==> config.mk <==
export PLATFORM = sky130hd
export DESIGN_NAME = uart_16550_register_core
export DESIGN_NICKNAME = d
export VERILOG_FILES = /design/src/rtl/core/u16550_pkg.sv /design/src/rtl/core/u16550_ram.sv /design/src/rtl/core/u16550_fifo.sv /design/src/rtl/core/u16550_skid.sv /design/src/rtl/core/uart_16550_register_core.sv
export SDC_FILE = /design/constraint.sdc
export NUM_CORES = 2
export LEC_CHECK = 0
export ABC_AREA = 1
export BUFFER_PORTS_ARGS = -buffer_cell sky130_fd_sc_hd__buf_2
export CELL_PAD_IN_SITES_DETAIL_PLACEMENT = 1
export CELL_PAD_IN_SITES_GLOBAL_PLACEMENT = 2
export CORE_MARGIN = 5
export CORE_UTILIZATION = 42
export DETAILED_ROUTE_END_ITERATION = 10
export PLACE_DENSITY_LB_ADDON = 0.1
export SYNTH_ARGS = -nofsm -noshare
export SYNTH_HDL_FRONTEND = slang
export SYNTH_HIERARCHICAL = 1
export SYNTH_SLANG_ARGS = --single-unit
==> constraint.sdc <==
create_clock -name clock -period 8.86 [get_ports clock]
set_input_delay 2.658 -clock clock [delete_from_list [all_inputs] [get_ports clock]]
set_output_delay 2.658 -clock clock [all_outputs]
set_load 0.01 [all_outputs]
==> src/rtl/core/u16550_pkg.sv <==
// shared types, codes and a helper function for the 16550 register core
package u16550_pkg;

   typedef struct packed {
      logic [1:0] req_type;
      logic [5:0] reg_offset;
      logic [7:0] write_data;
      logic       rx_line;
   } req_item_type;

   typedef struct packed {
      logic [7:0] read_data;
      logic       tx_line;
      logic       irq;
   } rsp_item_type;

   typedef struct packed {
      logic push;
      logic pop;
      logic clear;
   } fifo_ctl_type;

   // transaction kinds
   localparam logic [1:0] REQ_READ  = 2'd0;
   localparam logic [1:0] REQ_WRITE = 2'd1;
   localparam logic [1:0] REQ_TICK  = 2'd2;

   // register word indexes
   localparam logic [5:0] REG_RBR = 6'd0;
   localparam logic [5:0] REG_IER = 6'd1;
   localparam logic [5:0] REG_IIR = 6'd2;
   localparam logic [5:0] REG_LCR = 6'd3;
   localparam logic [5:0] REG_MCR = 6'd4;
   localparam logic [5:0] REG_LSR = 6'd5;
   localparam logic [5:0] REG_SCR = 6'd7;

   // interrupt identification codes
   localparam logic [3:0] IIR_NONE = 4'h1;
   localparam logic [3:0] IIR_THRE = 4'h2;
   localparam logic [3:0] IIR_RDA  = 4'h4;
   localparam logic [3:0] IIR_RLS  = 4'h6;
   localparam logic [3:0] IIR_CTO  = 4'hC;

   // parity bit for a masked data word under the given line control
   function automatic logic parity_bit(input logic [7:0] lcr, input logic [7:0] data);
      logic x;
      x = ^data;
      if (lcr[5]) return ~lcr[4];
      return lcr[4] ? x : ~x;
   endfunction

endpackage

==> src/rtl/core/u16550_ram.sv <==
// generic single-write, single-read ram with registered read data
module u16550_ram #(
   parameter int WIDTH = 8,
   parameter int DEPTH = 64,
   localparam int AW = (DEPTH > 1) ? $clog2(DEPTH) : 1
) (
   input  logic             clock,
   input  logic             wr_en,
   input  logic [AW-1:0]    wr_addr,
   input  logic [WIDTH-1:0] wr_data,
   input  logic [AW-1:0]    rd_addr,
   output logic [WIDTH-1:0] rd_data
);

   logic [WIDTH-1:0] mem_ff [DEPTH];
   logic [WIDTH-1:0] rd_data_ff;

   // read-first: a read of the address being written returns the old data
   always_ff @(posedge clock) begin
      rd_data_ff <= mem_ff[rd_addr];
      if (wr_en) begin
         mem_ff[wr_addr] <= wr_data;
      end
   end

   assign rd_data = rd_data_ff;

endmodule

==> src/rtl/core/u16550_fifo.sv <==
// circular fifo with head register and look-ahead of the following entry
module u16550_fifo #(
   parameter int WIDTH = 8,
   parameter int DEPTH = 64,
   localparam int AW = (DEPTH > 1) ? $clog2(DEPTH) : 1,
   localparam int CW = $clog2(DEPTH + 1)
) (
   input  logic                      clock,
   input  logic                      reset,
   input  u16550_pkg::fifo_ctl_type  ctl,
   input  logic [WIDTH-1:0]          wr_data,
   output logic [CW-1:0]             count,
   output logic [CW-1:0]             count_next,
   output logic [WIDTH-1:0]          head,
   output logic [WIDTH-1:0]          nxt
);
   import u16550_pkg::*;

   localparam logic [AW-1:0] LAST = AW'(DEPTH - 1);
   localparam logic [AW:0]   DEPTH_W = (AW + 1)'(DEPTH);

   logic [AW-1:0]    head_ptr_ff, head_ptr_in;
   logic [AW-1:0]    wr_addr, rd_addr;
   logic [AW:0]      tail_sum;
   logic [CW-1:0]    count_ff, count_in;
   logic [WIDTH-1:0] head_ff, head_in;
   logic [WIDTH-1:0] ram_data;
   logic [WIDTH-1:0] byp_data_ff;
   logic             byp_valid_ff, byp_valid_in;

   function automatic logic [AW-1:0] step_ptr(input logic [AW-1:0] p);
      return (p == LAST) ? '0 : p + 1'b1;
   endfunction

   always_comb begin
      tail_sum = {1'b0, head_ptr_ff} + (AW + 1)'(count_ff);
      if (tail_sum >= DEPTH_W) begin
         wr_addr = AW'(tail_sum - DEPTH_W);
      end else begin
         wr_addr = tail_sum[AW-1:0];
      end
   end

   always_comb begin
      count_in    = count_ff;
      head_ptr_in = head_ptr_ff;
      head_in     = head_ff;
      priority if (ctl.clear) begin
         count_in = '0;
      end else if (ctl.push) begin
         count_in = count_ff + 1'b1;
         if (count_ff == '0) begin
            head_in = wr_data;
         end
      end else if (ctl.pop) begin
         count_in    = count_ff - 1'b1;
         head_ptr_in = step_ptr(head_ptr_ff);
         head_in     = nxt;
      end
   end

   // keep the entry behind the head read ahead
   assign rd_addr      = step_ptr(head_ptr_in);
   assign byp_valid_in = ctl.push && (wr_addr == rd_addr);
   assign nxt          = byp_valid_ff ? byp_data_ff : ram_data;

   u16550_ram #(
      .WIDTH (WIDTH),
      .DEPTH (DEPTH)
   ) u_ram (
      .clock   (clock),
      .wr_en   (ctl.push),
      .wr_addr (wr_addr),
      .wr_data (wr_data),
      .rd_addr (rd_addr),
      .rd_data (ram_data)
   );

   always_ff @(posedge clock) begin
      if (reset) begin
         head_ptr_ff  <= '0;
         count_ff     <= '0;
         byp_valid_ff <= 1'b0;
      end else begin
         head_ptr_ff  <= head_ptr_in;
         count_ff     <= count_in;
         byp_valid_ff <= byp_valid_in;
      end
      head_ff     <= head_in;
      byp_data_ff <= wr_data;
   end

   assign count      = count_ff;
   assign count_next = count_in;
   assign head       = head_ff;

   a_count_range: assert property (@(posedge clock) disable iff (reset)
      count_ff <= CW'(DEPTH))
      else $error("fifo count beyond depth");

   a_push_not_full: assert property (@(posedge clock) disable iff (reset)
      ctl.push |-> (count_ff < CW'(DEPTH)) && !ctl.pop)
      else $error("fifo push while full or together with pop");

endmodule

==> src/rtl/core/u16550_skid.sv <==
// two-entry output buffer between the core and the result channel
module u16550_skid (
   input  logic                      clock,
   input  logic                      reset,
   input  logic                      in_valid,
   output logic                      in_stall,
   input  u16550_pkg::rsp_item_type  in_data,
   output logic                      out_valid,
   input  logic                      out_stall,
   output u16550_pkg::rsp_item_type  out_data
);
   import u16550_pkg::*;

   rsp_item_type main_data_ff, main_data_in, skid_data_ff, skid_data_in;
   logic         main_valid_ff, main_valid_in, skid_valid_ff, skid_valid_in;
   logic         take, load;

   assign take = main_valid_ff && !out_stall;
   assign load = in_valid && !skid_valid_ff;

   always_comb begin
      main_valid_in = main_valid_ff;
      main_data_in  = main_data_ff;
      skid_valid_in = skid_valid_ff;
      skid_data_in  = skid_data_ff;
      if (take) begin
         if (skid_valid_ff) begin
            main_data_in  = skid_data_ff;
            skid_valid_in = 1'b0;
         end else begin
            main_valid_in = load;
            main_data_in  = in_data;
         end
      end else if (load) begin
         if (main_valid_ff) begin
            skid_valid_in = 1'b1;
            skid_data_in  = in_data;
         end else begin
            main_valid_in = 1'b1;
            main_data_in  = in_data;
         end
      end
   end

   always_ff @(posedge clock) begin
      if (reset) begin
         main_valid_ff <= 1'b0;
         skid_valid_ff <= 1'b0;
      end else begin
         main_valid_ff <= main_valid_in;
         skid_valid_ff <= skid_valid_in;
      end
      main_data_ff <= main_data_in;
      skid_data_ff <= skid_data_in;
   end

   assign in_stall  = skid_valid_ff;
   assign out_valid = main_valid_ff;
   assign out_data  = main_data_ff;

   a_skid_behind_main: assert property (@(posedge clock) disable iff (reset)
      skid_valid_ff |-> main_valid_ff)
      else $error("skid entry held without a main entry");

endmodule

==> src/rtl/core/uart_16550_register_core.sv <==
// top level of the 16550-compatible uart register core
//
// usage:
//   req channel (req_valid / req_stall / req_data) carries one transaction per
//   accepted cycle: a bus read, a bus write, or one reference clock tick that
//   samples the receive line. registers sit on a 4-byte stride (word index).
//   rsp channel (rsp_valid / rsp_stall / rsp_data) returns exactly one result
//   per request transaction: read data, the transmit line level and irq.
// result: each result is registered in the output buffer and driven onto rsp from there.
// throughput: one transaction per cycle while req_stall is low; all register, fifo and
//   shift engine updates are done in one pass between the request channel and the
//   result registers. the fifos hold their entries in ram with a registered read, and
//   the entry behind each head is read ahead so a pop is done in the same pass.
// stall: a two-entry output buffer keeps req_stall low while one result waits;
//   req_stall rises only when both entries are held by a stalled receiver.
// reset: synchronous, active high. registers clear, both fifos empty,
//   transmitter idle with the line high, receiver waiting for a start bit.
//   no clearing pass is needed; the core takes requests right after reset.
module uart_16550_register_core #(
   parameter int FIFO_DEPTH = 64,
   parameter int OVERSAMPLE = 16
) (
   input  logic                      clock,
   input  logic                      reset,
   input  logic                      req_valid,
   output logic                      req_stall,
   input  u16550_pkg::req_item_type  req_data,
   output logic                      rsp_valid,
   input  logic                      rsp_stall,
   output u16550_pkg::rsp_item_type  rsp_data
);
   import u16550_pkg::*;

   localparam int CW = $clog2(FIFO_DEPTH + 1);
   localparam int SW = $clog2(OVERSAMPLE + 1);
   localparam int TRIG_QTR  = (FIFO_DEPTH / 4 < 1) ? 1 : FIFO_DEPTH / 4;
   localparam int TRIG_HALF = (FIFO_DEPTH / 2 < 1) ? 1 : FIFO_DEPTH / 2;
   localparam int TRIG_HIGH = (FIFO_DEPTH > 2) ? FIFO_DEPTH - 2 : 1;
   localparam int TMO_SCALE = 4 * OVERSAMPLE;

   typedef enum logic [3:0] {
      RX_IDLE  = 4'b0001,
      RX_START = 4'b0010,
      RX_DATA  = 4'b0100,
      RX_BREAK = 4'b1000
   } rx_state_type;

   // ---------------------------------------------------------------------
   // registers
   // ---------------------------------------------------------------------
   logic [7:0]   lcr_ff, lcr_in;
   logic [15:0]  div_ff, div_in;
   logic [3:0]   ier_ff, ier_in;
   logic [7:0]   fcr_ff, fcr_in;
   logic [4:0]   mcr_ff, mcr_in;
   logic [7:0]   scr_ff, scr_in;
   logic [15:0]  baud_ff, baud_in;
   // transmit engine
   logic         tx_busy_ff, tx_busy_in;
   logic [12:0]  tx_shift_ff, tx_shift_in;
   logic [3:0]   tx_left_ff, tx_left_in;
   logic [SW-1:0] tx_sub_ff, tx_sub_in;
   // receive engine
   rx_state_type rx_state_ff, rx_state_in;
   logic [SW-1:0] rx_sub_ff, rx_sub_in;
   logic [3:0]   rx_got_ff, rx_got_in;
   logic [9:0]   rx_shift_ff, rx_shift_in;
   // lsr bits 4:1, transmitter empty pending, idle time, entries with errors
   logic [3:0]   lsf_ff, lsf_in;
   logic         thre_ff, thre_in;
   logic [15:0]  rx_idle_ff, rx_idle_in;
   logic [CW-1:0] rx_err_cnt_ff, rx_err_cnt_in;

   // ---------------------------------------------------------------------
   // fifo hookup
   // ---------------------------------------------------------------------
   fifo_ctl_type tx_ctl, rx_ctl;
   logic [7:0]   tx_wdata, tx_head, tx_nxt;
   logic [10:0]  rx_wdata, rx_head, rx_nxt;
   logic [CW-1:0] tx_count, tx_count_next, rx_count, rx_count_next;

   // ---------------------------------------------------------------------
   // working values
   // ---------------------------------------------------------------------
   logic         accept;
   logic         dlab;
   logic [3:0]   wl;
   logic [7:0]   wmask;
   logic [CW-1:0] depth_now;
   logic [7:0]   rd;
   logic [3:0]   iir_cur, iir_next;
   logic [7:0]   lsr_cur;
   logic         tx_bit_cur;
   logic [7:0]   fcr_new;
   logic         rx_clear, tx_clear;
   logic [15:0]  baud_inc;
   logic         rin;
   logic [SW-1:0] tx_sub_inc, rx_sub_inc;
   logic [7:0]   tx_word;
   logic [3:0]   tx_pos;
   logic [3:0]   rx_got_inc;
   logic [9:0]   rx_shift_t;
   logic [7:0]   rx_word;
   logic         rx_pe, rx_fe, rx_bi;
   logic         rx_pushed;
   logic [15:0]  idle_base;
   rsp_item_type rsp_in;

   function automatic logic [CW-1:0] rx_trigger(input logic [7:0] fcr);
      if (!fcr[0]) return CW'(1);
      unique case (fcr[7:6])
         2'd0:    return CW'(1);
         2'd1:    return CW'(TRIG_QTR);
         2'd2:    return CW'(TRIG_HALF);
         default: return CW'(TRIG_HIGH);
      endcase
   endfunction

   // character timeout: four frame times of oversampled pulses
   function automatic logic timeout(input logic [7:0] fcr, input logic [7:0] lcr,
                                    input logic [CW-1:0] cnt, input logic [15:0] idle);
      logic [3:0]  frame;
      logic [15:0] thr;
      frame = 4'd6 + {2'b0, lcr[1:0]} + {3'b0, lcr[3]} + (lcr[2] ? 4'd2 : 4'd1);
      thr   = 16'(frame) * 16'(TMO_SCALE);
      return fcr[0] && (cnt != '0) && (idle >= thr);
   endfunction

   function automatic logic [3:0] iir_code(input logic [3:0] ier, input logic [3:0] lsf,
                                           input logic at_trig, input logic tmo,
                                           input logic thre);
      priority if (ier[2] && (lsf != '0)) return IIR_RLS;
      else if (ier[0] && at_trig) return IIR_RDA;
      else if (ier[0] && tmo) return IIR_CTO;
      else if (ier[1] && thre) return IIR_THRE;
      else return IIR_NONE;
   endfunction

   assign accept     = req_valid && !req_stall;
   assign dlab       = lcr_ff[7];
   assign wl         = 4'd5 + {2'b0, lcr_ff[1:0]};
   assign wmask      = 8'hFF >> (2'd3 - lcr_ff[1:0]);
   assign depth_now  = fcr_ff[0] ? CW'(FIFO_DEPTH) : CW'(1);
   assign tx_bit_cur = lcr_ff[6] ? 1'b0 : (tx_busy_ff ? tx_shift_ff[0] : 1'b1);

   assign iir_cur = iir_code(ier_ff, lsf_ff, rx_count >= rx_trigger(fcr_ff),
                             timeout(fcr_ff, lcr_ff, rx_count, rx_idle_ff), thre_ff);
   assign lsr_cur = {fcr_ff[0] && (rx_err_cnt_ff != '0),
                     (tx_count == '0) && !tx_busy_ff,
                     tx_count == '0,
                     lsf_ff,
                     rx_count != '0};

   // ---------------------------------------------------------------------
   // one pass over the accepted transaction
   // ---------------------------------------------------------------------
   always_comb begin
      lcr_in        = lcr_ff;
      div_in        = div_ff;
      ier_in        = ier_ff;
      fcr_in        = fcr_ff;
      mcr_in        = mcr_ff;
      scr_in        = scr_ff;
      baud_in       = baud_ff;
      tx_busy_in    = tx_busy_ff;
      tx_shift_in   = tx_shift_ff;
      tx_left_in    = tx_left_ff;
      tx_sub_in     = tx_sub_ff;
      rx_state_in   = rx_state_ff;
      rx_sub_in     = rx_sub_ff;
      rx_got_in     = rx_got_ff;
      rx_shift_in   = rx_shift_ff;
      lsf_in        = lsf_ff;
      thre_in       = thre_ff;
      rx_idle_in    = rx_idle_ff;
      rx_err_cnt_in = rx_err_cnt_ff;
      tx_ctl        = '0;
      rx_ctl        = '0;
      tx_wdata      = req_data.write_data;
      rx_wdata      = '0;
      rd            = '0;
      fcr_new       = '0;
      rx_clear      = 1'b0;
      tx_clear      = 1'b0;
      baud_inc      = baud_ff + 16'd1;
      rin           = mcr_ff[4] ? tx_bit_cur : req_data.rx_line;
      tx_sub_inc    = tx_sub_ff + 1'b1;
      rx_sub_inc    = rx_sub_ff + 1'b1;
      tx_word       = '0;
      tx_pos        = '0;
      rx_got_inc    = rx_got_ff + 4'd1;
      rx_shift_t    = rx_shift_ff | (10'(rin) << rx_got_ff);
      rx_word       = rx_shift_t[7:0] & wmask;
      rx_bi         = (rx_shift_t == '0);
      rx_pe         = lcr_ff[3] && !rx_bi &&
                      (rx_shift_t[wl] != parity_bit(lcr_ff, rx_word));
      rx_fe         = !rx_shift_t[wl + {3'b0, lcr_ff[3]}];
      rx_pushed     = 1'b0;
      idle_base     = rx_idle_ff;

      if (accept) begin
         unique case (req_data.req_type)
            REQ_READ: begin
               unique case (req_data.reg_offset)
                  REG_RBR: begin
                     if (dlab) begin
                        rd = div_ff[7:0];
                     end else if (rx_count != '0) begin
                        rd         = rx_head[7:0];
                        rx_ctl.pop = 1'b1;
                        rx_idle_in = '0;
                        // the entry behind the head becomes visible
                        if (rx_count > CW'(1)) begin
                           lsf_in[3:1] = lsf_ff[3:1] | rx_nxt[10:8];
                        end
                        if (rx_head[10:8] != '0) begin
                           rx_err_cnt_in = rx_err_cnt_ff - 1'b1;
                        end
                     end
                  end
                  REG_IER: rd = dlab ? div_ff[15:8] : {4'b0, ier_ff};
                  REG_IIR: begin
                     rd = {fcr_ff[0], fcr_ff[0], 2'b00, iir_cur};
                     if (iir_cur == IIR_THRE) begin
                        thre_in = 1'b0;
                     end
                  end
                  REG_LCR: rd = lcr_ff;
                  REG_MCR: rd = {3'b0, mcr_ff};
                  REG_LSR: begin
                     rd     = lsr_cur;
                     lsf_in = '0;
                  end
                  REG_SCR: rd = scr_ff;
                  default: rd = '0;
               endcase
            end
            REQ_WRITE: begin
               unique case (req_data.reg_offset)
                  REG_RBR: begin
                     if (dlab) begin
                        div_in[7:0] = req_data.write_data;
                     end else begin
                        // a full holding fifo drops the byte
                        if (tx_count < depth_now) begin
                           tx_ctl.push = 1'b1;
                        end
                        thre_in = 1'b0;
                     end
                  end
                  REG_IER: begin
                     if (dlab) begin
                        div_in[15:8] = req_data.write_data;
                     end else begin
                        if (!ier_ff[1] && req_data.write_data[1] && (tx_count == '0)) begin
                           thre_in = 1'b1;
                        end
                        ier_in = req_data.write_data[3:0];
                     end
                  end
                  REG_IIR: begin
                     fcr_new  = req_data.write_data[0] ? (req_data.write_data & 8'hF9) : '0;
                     rx_clear = (fcr_new[0] ^ fcr_ff[0]) | req_data.write_data[1];
                     tx_clear = (fcr_new[0] ^ fcr_ff[0]) | req_data.write_data[2];
                     rx_ctl.clear = rx_clear;
                     tx_ctl.clear = tx_clear;
                     if (rx_clear) begin
                        rx_idle_in    = '0;
                        rx_err_cnt_in = '0;
                     end
                     fcr_in = fcr_new;
                  end
                  REG_LCR: lcr_in = req_data.write_data;
                  REG_MCR: mcr_in = req_data.write_data[4:0];
                  REG_SCR: scr_in = req_data.write_data;
                  default: ;
               endcase
            end
            REQ_TICK: begin
               if (div_ff != '0) begin
                  if (baud_inc < div_ff) begin
                     baud_in = baud_inc;
                  end else begin
                     baud_in = '0;

                     // transmit: finish the current bit, then load the next byte
                     if (tx_busy_ff) begin
                        if (tx_sub_inc >= SW'(OVERSAMPLE)) begin
                           tx_sub_in   = '0;
                           tx_shift_in = tx_shift_ff >> 1;
                           if (tx_left_ff != '0) begin
                              tx_left_in = tx_left_ff - 4'd1;
                           end
                           if (tx_left_in == '0) begin
                              tx_busy_in = 1'b0;
                           end
                        end else begin
                           tx_sub_in = tx_sub_inc;
                        end
                     end
                     if (!tx_busy_in && (tx_count != '0)) begin
                        tx_ctl.pop  = 1'b1;
                        tx_word     = tx_head & wmask;
                        tx_shift_in = {4'b0, tx_word, 1'b0};
                        tx_pos      = 4'd1 + wl;
                        if (lcr_ff[3]) begin
                           tx_shift_in = tx_shift_in |
                                         (13'(parity_bit(lcr_ff, tx_word)) << tx_pos);
                           tx_pos      = tx_pos + 4'd1;
                        end
                        tx_shift_in = tx_shift_in | (13'd3 << tx_pos);
                        tx_left_in  = tx_pos + (lcr_ff[2] ? 4'd2 : 4'd1);
                        tx_busy_in  = 1'b1;
                        tx_sub_in   = '0;
                        if (tx_count == CW'(1)) begin
                           thre_in = 1'b1;
                        end
                     end

                     // receive: start qualify at mid bit, then one sample per bit
                     unique case (rx_state_ff)
                        RX_IDLE: begin
                           if (!rin) begin
                              rx_state_in = RX_START;
                              rx_sub_in   = '0;
                           end
                        end
                        RX_START: begin
                           rx_sub_in = rx_sub_inc;
                           if (rx_sub_inc >= SW'(OVERSAMPLE / 2)) begin
                              if (rin) begin
                                 rx_state_in = RX_IDLE;
                              end else begin
                                 rx_state_in = RX_DATA;
                                 rx_sub_in   = '0;
                                 rx_got_in   = '0;
                                 rx_shift_in = '0;
                              end
                           end
                        end
                        RX_DATA: begin
                           if (rx_sub_inc >= SW'(OVERSAMPLE)) begin
                              rx_sub_in   = '0;
                              rx_shift_in = rx_shift_t;
                              rx_got_in   = rx_got_inc;
                              if (rx_got_inc >= wl + {3'b0, lcr_ff[3]} + 4'd1) begin
                                 if (rx_count >= depth_now) begin
                                    // overrun drops the new character
                                    lsf_in[0] = 1'b1;
                                 end else begin
                                    rx_ctl.push = 1'b1;
                                    rx_wdata    = {rx_bi, rx_fe, rx_pe, rx_word};
                                    rx_pushed   = 1'b1;
                                    if (rx_count == '0) begin
                                       lsf_in[3:1] = lsf_ff[3:1] | {rx_bi, rx_fe, rx_pe};
                                    end
                                    if (rx_bi || rx_fe || rx_pe) begin
                                       rx_err_cnt_in = rx_err_cnt_ff + 1'b1;
                                    end
                                 end
                                 rx_state_in = rx_bi ? RX_BREAK : RX_IDLE;
                              end
                           end else begin
                              rx_sub_in = rx_sub_inc;
                           end
                        end
                        RX_BREAK: begin
                           // wait for the line to return high
                           if (rin) begin
                              rx_state_in = RX_IDLE;
                           end
                        end
                        default: rx_state_in = RX_IDLE;
                     endcase

                     // idle time counts only while fifo mode holds data
                     idle_base = rx_pushed ? 16'd0 : rx_idle_ff;
                     if (fcr_ff[0] && (rx_count_next != '0)) begin
                        rx_idle_in = (idle_base == 16'hFFFF) ? idle_base : idle_base + 16'd1;
                     end else begin
                        rx_idle_in = '0;
                     end
                  end
               end
            end
            default: ;
         endcase
      end
   end

   // result seen after the transaction took effect
   assign iir_next = iir_code(ier_in, lsf_in, rx_count_next >= rx_trigger(fcr_in),
                              timeout(fcr_in, lcr_in, rx_count_next, rx_idle_in), thre_in);

   always_comb begin
      rsp_in.read_data = rd;
      rsp_in.tx_line   = mcr_in[4] ? 1'b1 :
                         (lcr_in[6] ? 1'b0 : (tx_busy_in ? tx_shift_in[0] : 1'b1));
      rsp_in.irq       = !iir_next[0];
   end

   always_ff @(posedge clock) begin
      if (reset) begin
         lcr_ff        <= '0;
         div_ff        <= '0;
         ier_ff        <= '0;
         fcr_ff        <= '0;
         mcr_ff        <= '0;
         scr_ff        <= '0;
         baud_ff       <= '0;
         tx_busy_ff    <= 1'b0;
         tx_shift_ff   <= '0;
         tx_left_ff    <= '0;
         tx_sub_ff     <= '0;
         rx_state_ff   <= RX_IDLE;
         rx_sub_ff     <= '0;
         rx_got_ff     <= '0;
         rx_shift_ff   <= '0;
         lsf_ff        <= '0;
         thre_ff       <= 1'b0;
         rx_idle_ff    <= '0;
         rx_err_cnt_ff <= '0;
      end else begin
         lcr_ff        <= lcr_in;
         div_ff        <= div_in;
         ier_ff        <= ier_in;
         fcr_ff        <= fcr_in;
         mcr_ff        <= mcr_in;
         scr_ff        <= scr_in;
         baud_ff       <= baud_in;
         tx_busy_ff    <= tx_busy_in;
         tx_shift_ff   <= tx_shift_in;
         tx_left_ff    <= tx_left_in;
         tx_sub_ff     <= tx_sub_in;
         rx_state_ff   <= rx_state_in;
         rx_sub_ff     <= rx_sub_in;
         rx_got_ff     <= rx_got_in;
         rx_shift_ff   <= rx_shift_in;
         lsf_ff        <= lsf_in;
         thre_ff       <= thre_in;
         rx_idle_ff    <= rx_idle_in;
         rx_err_cnt_ff <= rx_err_cnt_in;
      end
   end

   // ---------------------------------------------------------------------
   // fifos and output buffer
   // ---------------------------------------------------------------------
   u16550_fifo #(
      .WIDTH (8),
      .DEPTH (FIFO_DEPTH)
   ) u_tx_fifo (
      .clock      (clock),
      .reset      (reset),
      .ctl        (tx_ctl),
      .wr_data    (tx_wdata),
      .count      (tx_count),
      .count_next (tx_count_next),
      .head       (tx_head),
      .nxt        (tx_nxt)
   );

   u16550_fifo #(
      .WIDTH (11),
      .DEPTH (FIFO_DEPTH)
   ) u_rx_fifo (
      .clock      (clock),
      .reset      (reset),
      .ctl        (rx_ctl),
      .wr_data    (rx_wdata),
      .count      (rx_count),
      .count_next (rx_count_next),
      .head       (rx_head),
      .nxt        (rx_nxt)
   );

   u16550_skid u_out (
      .clock     (clock),
      .reset     (reset),
      .in_valid  (accept),
      .in_stall  (req_stall),
      .in_data   (rsp_in),
      .out_valid (rsp_valid),
      .out_stall (rsp_stall),
      .out_data  (rsp_data)
   );

   // ---------------------------------------------------------------------
   // checks
   // ---------------------------------------------------------------------
   a_tx_busy_has_bits: assert property (@(posedge clock) disable iff (reset)
      tx_busy_ff |-> (tx_left_ff != '0))
      else $error("transmitter busy with no bits left");

   a_err_count_bound: assert property (@(posedge clock) disable iff (reset)
      rx_err_cnt_ff <= rx_count)
      else $error("receive error count exceeds held entries");

   a_tx_pop_only_on_tick: assert property (@(posedge clock) disable iff (reset)
      tx_ctl.pop |-> accept && (req_data.req_type == REQ_TICK) && !tx_busy_in == 1'b0)
      else $error("transmit fifo popped outside a baud pulse load");

endmodule
==> results.sh <==
export IMPL_rrSetupSlack_ps=730
export IMPL_worst_ep_arrival_time_ps=8660
export IMPL_floorplan_die_height_microns=404
export IMPL_timing_final_max_slew_violations=0
export IMPL_cts_buffers_inserted=161
export IMPL_powerDensity_nw_per_um2=194
export IMPL_groute_usage_overall_pct=24.8
export IMPL_num_io_pins=33
export IMPL_seqPwrFrac_pct=52.7
export IMPL_grt_first_pass_wirelength_mm=308
export IMPL_min_period_over_period_pct=91.7
export IMPL_crit_path_top_delay_cell="sky130_fd_sc_hd__nor3_1"
export IMPL_hold_path_startpoint="tx_shift_ff[4]"
export IMPL_setup_tns_ps=0
export IMPL_timing_hold_worst_class="reg2reg"
export IMPL_synth_nets=6566
export IMPL_finish_net_count=6569
export IMPL_fraction_of_final_layout_cells_sized_beyond_drive_strength_1_pct=7.50
export IMPL_timing_critical_path_from_type="register"
export IMPL_internal_power_mw=11.1
export IMPL_wl_mm=206
export IMPL_cp_data_required_time_ps=9400
export IMPL_min_cycle_time_layout_ps=8130
export IMPL_share_clk_of_total_power_pct=46.2
export IMPL_setup_worst_path_end_class="register"
export IMPL_cts_root_buf="sky130_fd_sc_hd__clkbuf_16"
export IMPL_timing_critical_path_buf_inv=9
export IMPL_peakVddDrop_v=0.000140
export IMPL_cts_tree="built"
export IMPL_placement_io_buffers=32
export IMPL_fmaxAchievable_mhz=123
export IMPL_clock_sinks=1457
export IMPL_max_slew_margin_rel_pct=8.81
export IMPL_growth_of_design_area_from_synthesis_to_finish_pct=11.3
export IMPL_ctsLongestPathBuffers=3
export IMPL_synth_avg_cell_area_sq_um=10.1
export IMPL_antenna_violating_nets_post_route=0
export IMPL_setup_worst_path_class="reg2reg"
export IMPL_globalRouteOverflowTotal=0
export IMPL_design_die_area_sq_um=163000
export IMPL_coreArea_sq_um=154000
export IMPL_worst_slew_pin_slew_ps=1360
export IMPL_post_route_cell_area_sq_um=72500
export IMPL_report_final_hold_viol_count=0
export IMPL_netlist_area_sq_um=65100
export IMPL_floorplan_die_width_microns=404
export IMPL_part_of_the_power_in_combinational_logic_pct=1.2
export IMPL_clk_latency_ps=800
export IMPL_final_fill_count=16900
export IMPL_min_delay_worst_endpoint="tx_shift_ff[4]"
export IMPL_r2r_cells=43
export IMPL_cell_repeated_most_along_the_worst_path="sky130_fd_sc_hd__nand2_1"
export IMPL_ctsHoldBuffers=0
export IMPL_cell_depth_of_the_worst_setup_path=43
export IMPL_first_global_vias=48400
export IMPL_slowest_stage_delay_on_critical_path_ps=530
export IMPL_route_vias_total=48000
export IMPL_leakage_nw=26.5
export IMPL_post_synth_inst_count=6447
export IMPL_dr_first_iter_drc_count=3458
export IMPL_via_density_per_instance=5.56
export IMPL_cts_resized=0
export IMPL_worst_clock_skew_ps=46.9
export IMPL_final_setup_violations=0
export IMPL_finish_utilization_pct=47.1
export IMPL_grt_antenna_before_repair=12
export IMPL_cp_max_fo=17
export IMPL_outcome="finished clean"
export IMPL_cap_violations=0
export IMPL_critical_path_reg2reg_endpoint="u_out/out_data[0]"
export IMPL_cts_max_level=4
export IMPL_synth_warning_count=6
export IMPL_power_switching_fraction_pct=21.0
export IMPL_row_count=144
export IMPL_grt_setup_unrepaired="false"
export IMPL_pin_count_of_the_biggest_net_entering_global_routing=144
export IMPL_drtPass1Iterations=5
export IMPL_rr_startpoint="lcr_ff[1]"
export IMPL_holdPathStages=2
export IMPL_dpl_instance_area_sq_um=67400
export IMPL_initial_utilization_pct=42.3
export IMPL_globalplace_congestion=0.841
export IMPL_cts_reportedPaths_clkPinSlew_ps=60
export IMPL_postCtsSetupBuffers=0
export IMPL_switchingPower_mw=2.96
export IMPL_family_with_the_most_delay_on_the_worst_path="simple AND/OR/NAND/NOR gates"
export IMPL_remaining_drc_errors=0
export IMPL_avgRoutedWirePerCell_microns=24.0
export IMPL_dpl_wire_length_mm=132
[routing by layer]
metal	track usage (%)	wire length (microns)	vias to the layer above
met5	0	41	-
met3	4.89	12400	257
met4	5.19	3710	6
met2	39.5	95300	1152
met1	35.5	95000	24400
li1	-	-	22100
[area by class of cell]
cell class	instances	area (sq um)	area share, %
multi-input cells	4326	20500	28.2
flip-flops and latches	1457	41700	57.6
diodes	2	5.00	0.00690
repair buffers	154	1320	1.82
clock buffers	214	4360	6.02
clock inverters	73	683	0.943
well taps	2044	2560	3.53
inverters	350	1350	1.87
[stage by stage]
| step | cells | hold WS [ps] | setup slack [ps] | power [mW] |
|---|---|---|---|---|
| after floorplan | 6447 | 424 | 2230 | 7.61 |
| after global placement | 8331 | 441 | 405 | 7.71 |
| after detailed placement | 8331 | 443 | 344 | 7.72 |
| after CTS | 8618 | 452 | 612 | 14.2 |
| after global routing | 8618 | 487 | 94.3 | 14.5 |
| final | 8620 | 451 | 734 | 14.1 |
[state kept, by name, indices dropped and copies added, names as in the netlist, 10 cells and up]
signal and cells:
u_rx_fifo/u_ram/mem_ff 704, u_tx_fifo/u_ram/mem_ff 512, baud_ff 16, div_ff 16, rx_idle_ff 16, tx_shift_ff 13
u_rx_fifo/byp_data_ff 11, u_rx_fifo/head 11, u_rx_fifo/u_ram/rd_data 11, rx_shift_ff 10, u_out/out_data 10, u_out/skid_data_ff 10
[cell usage in the layout (no fill, tap or decap), drive strengths merged, types with 3 or more instances in the layout]
| cell type | instances |
|---|---|
| nand2 | 2082 |
| ha | 92 |
| o41ai | 3 |
| nand4 | 46 |
| o211ai | 12 |
| nor4 | 15 |
| nor2 | 402 |
| a221oi | 11 |
| o21bai | 8 |
| fa | 6 |
| inv | 352 |
| xor2 | 42 |
| bufinv | 7 |
| nand3b | 7 |
| o21ai | 129 |
| nand3 | 1135 |
| mux2 | 19 |
| o22ai | 10 |
| a211oi | 19 |
| o2111ai | 8 |
| clkinvlp | 3 |
| or2 | 7 |
| a21oi | 145 |
| a2111oi | 4 |
| clkbuf | 214 |
| xnor2 | 17 |
| edfxtp | 1255 |
| clkinv | 61 |
| a21boi | 3 |
| nor3 | 66 |
| a31oi | 10 |
| buf | 154 |
| dfxtp | 202 |
| o21a | 6 |
[tightest hold or removal path: stages, from the launching register on]
cell	delay (ps)
sky130_fd_sc_hd__dfxtp_1	310
sky130_fd_sc_hd__inv_1	50
sky130_fd_sc_hd__a21oi_1	50
[power groups by stage]
| stage | Sequential (mW) | Combinational (mW) | Clock [mW] |
|---|---|---|---|
| 2_1_floorplan | 7.55 | 0.0600 | 0 |
| 3_3_place_gp | 7.55 | 0.162 | 0 |
| 3_5_place_dp | 7.55 | 0.165 | 0 |
| 4_1_cts | 7.41 | 0.166 | 6.64 |
| 5_1_grt | 7.40 | 0.178 | 6.94 |
| 6_report | 7.41 | 0.163 | 6.49 |
[worst max path at each step]
stage,startpoint,endpoint,slack (ps)
after global placement,req_valid,u_tx_fifo/u_ram/rd_data[1],400
after global routing,lcr_ff[1],u_out/out_data[0],90
after detailed placement,req_valid,u_tx_fifo/u_ram/rd_data[1],340
after CTS,lcr_ff[1],u_out/out_data[0],610
final,lcr_ff[1],u_out/out_data[0],730
after floorplan,req_valid,u_out/out_data[0],2230
Note: power is estimated with default switching activity, not from simulation.
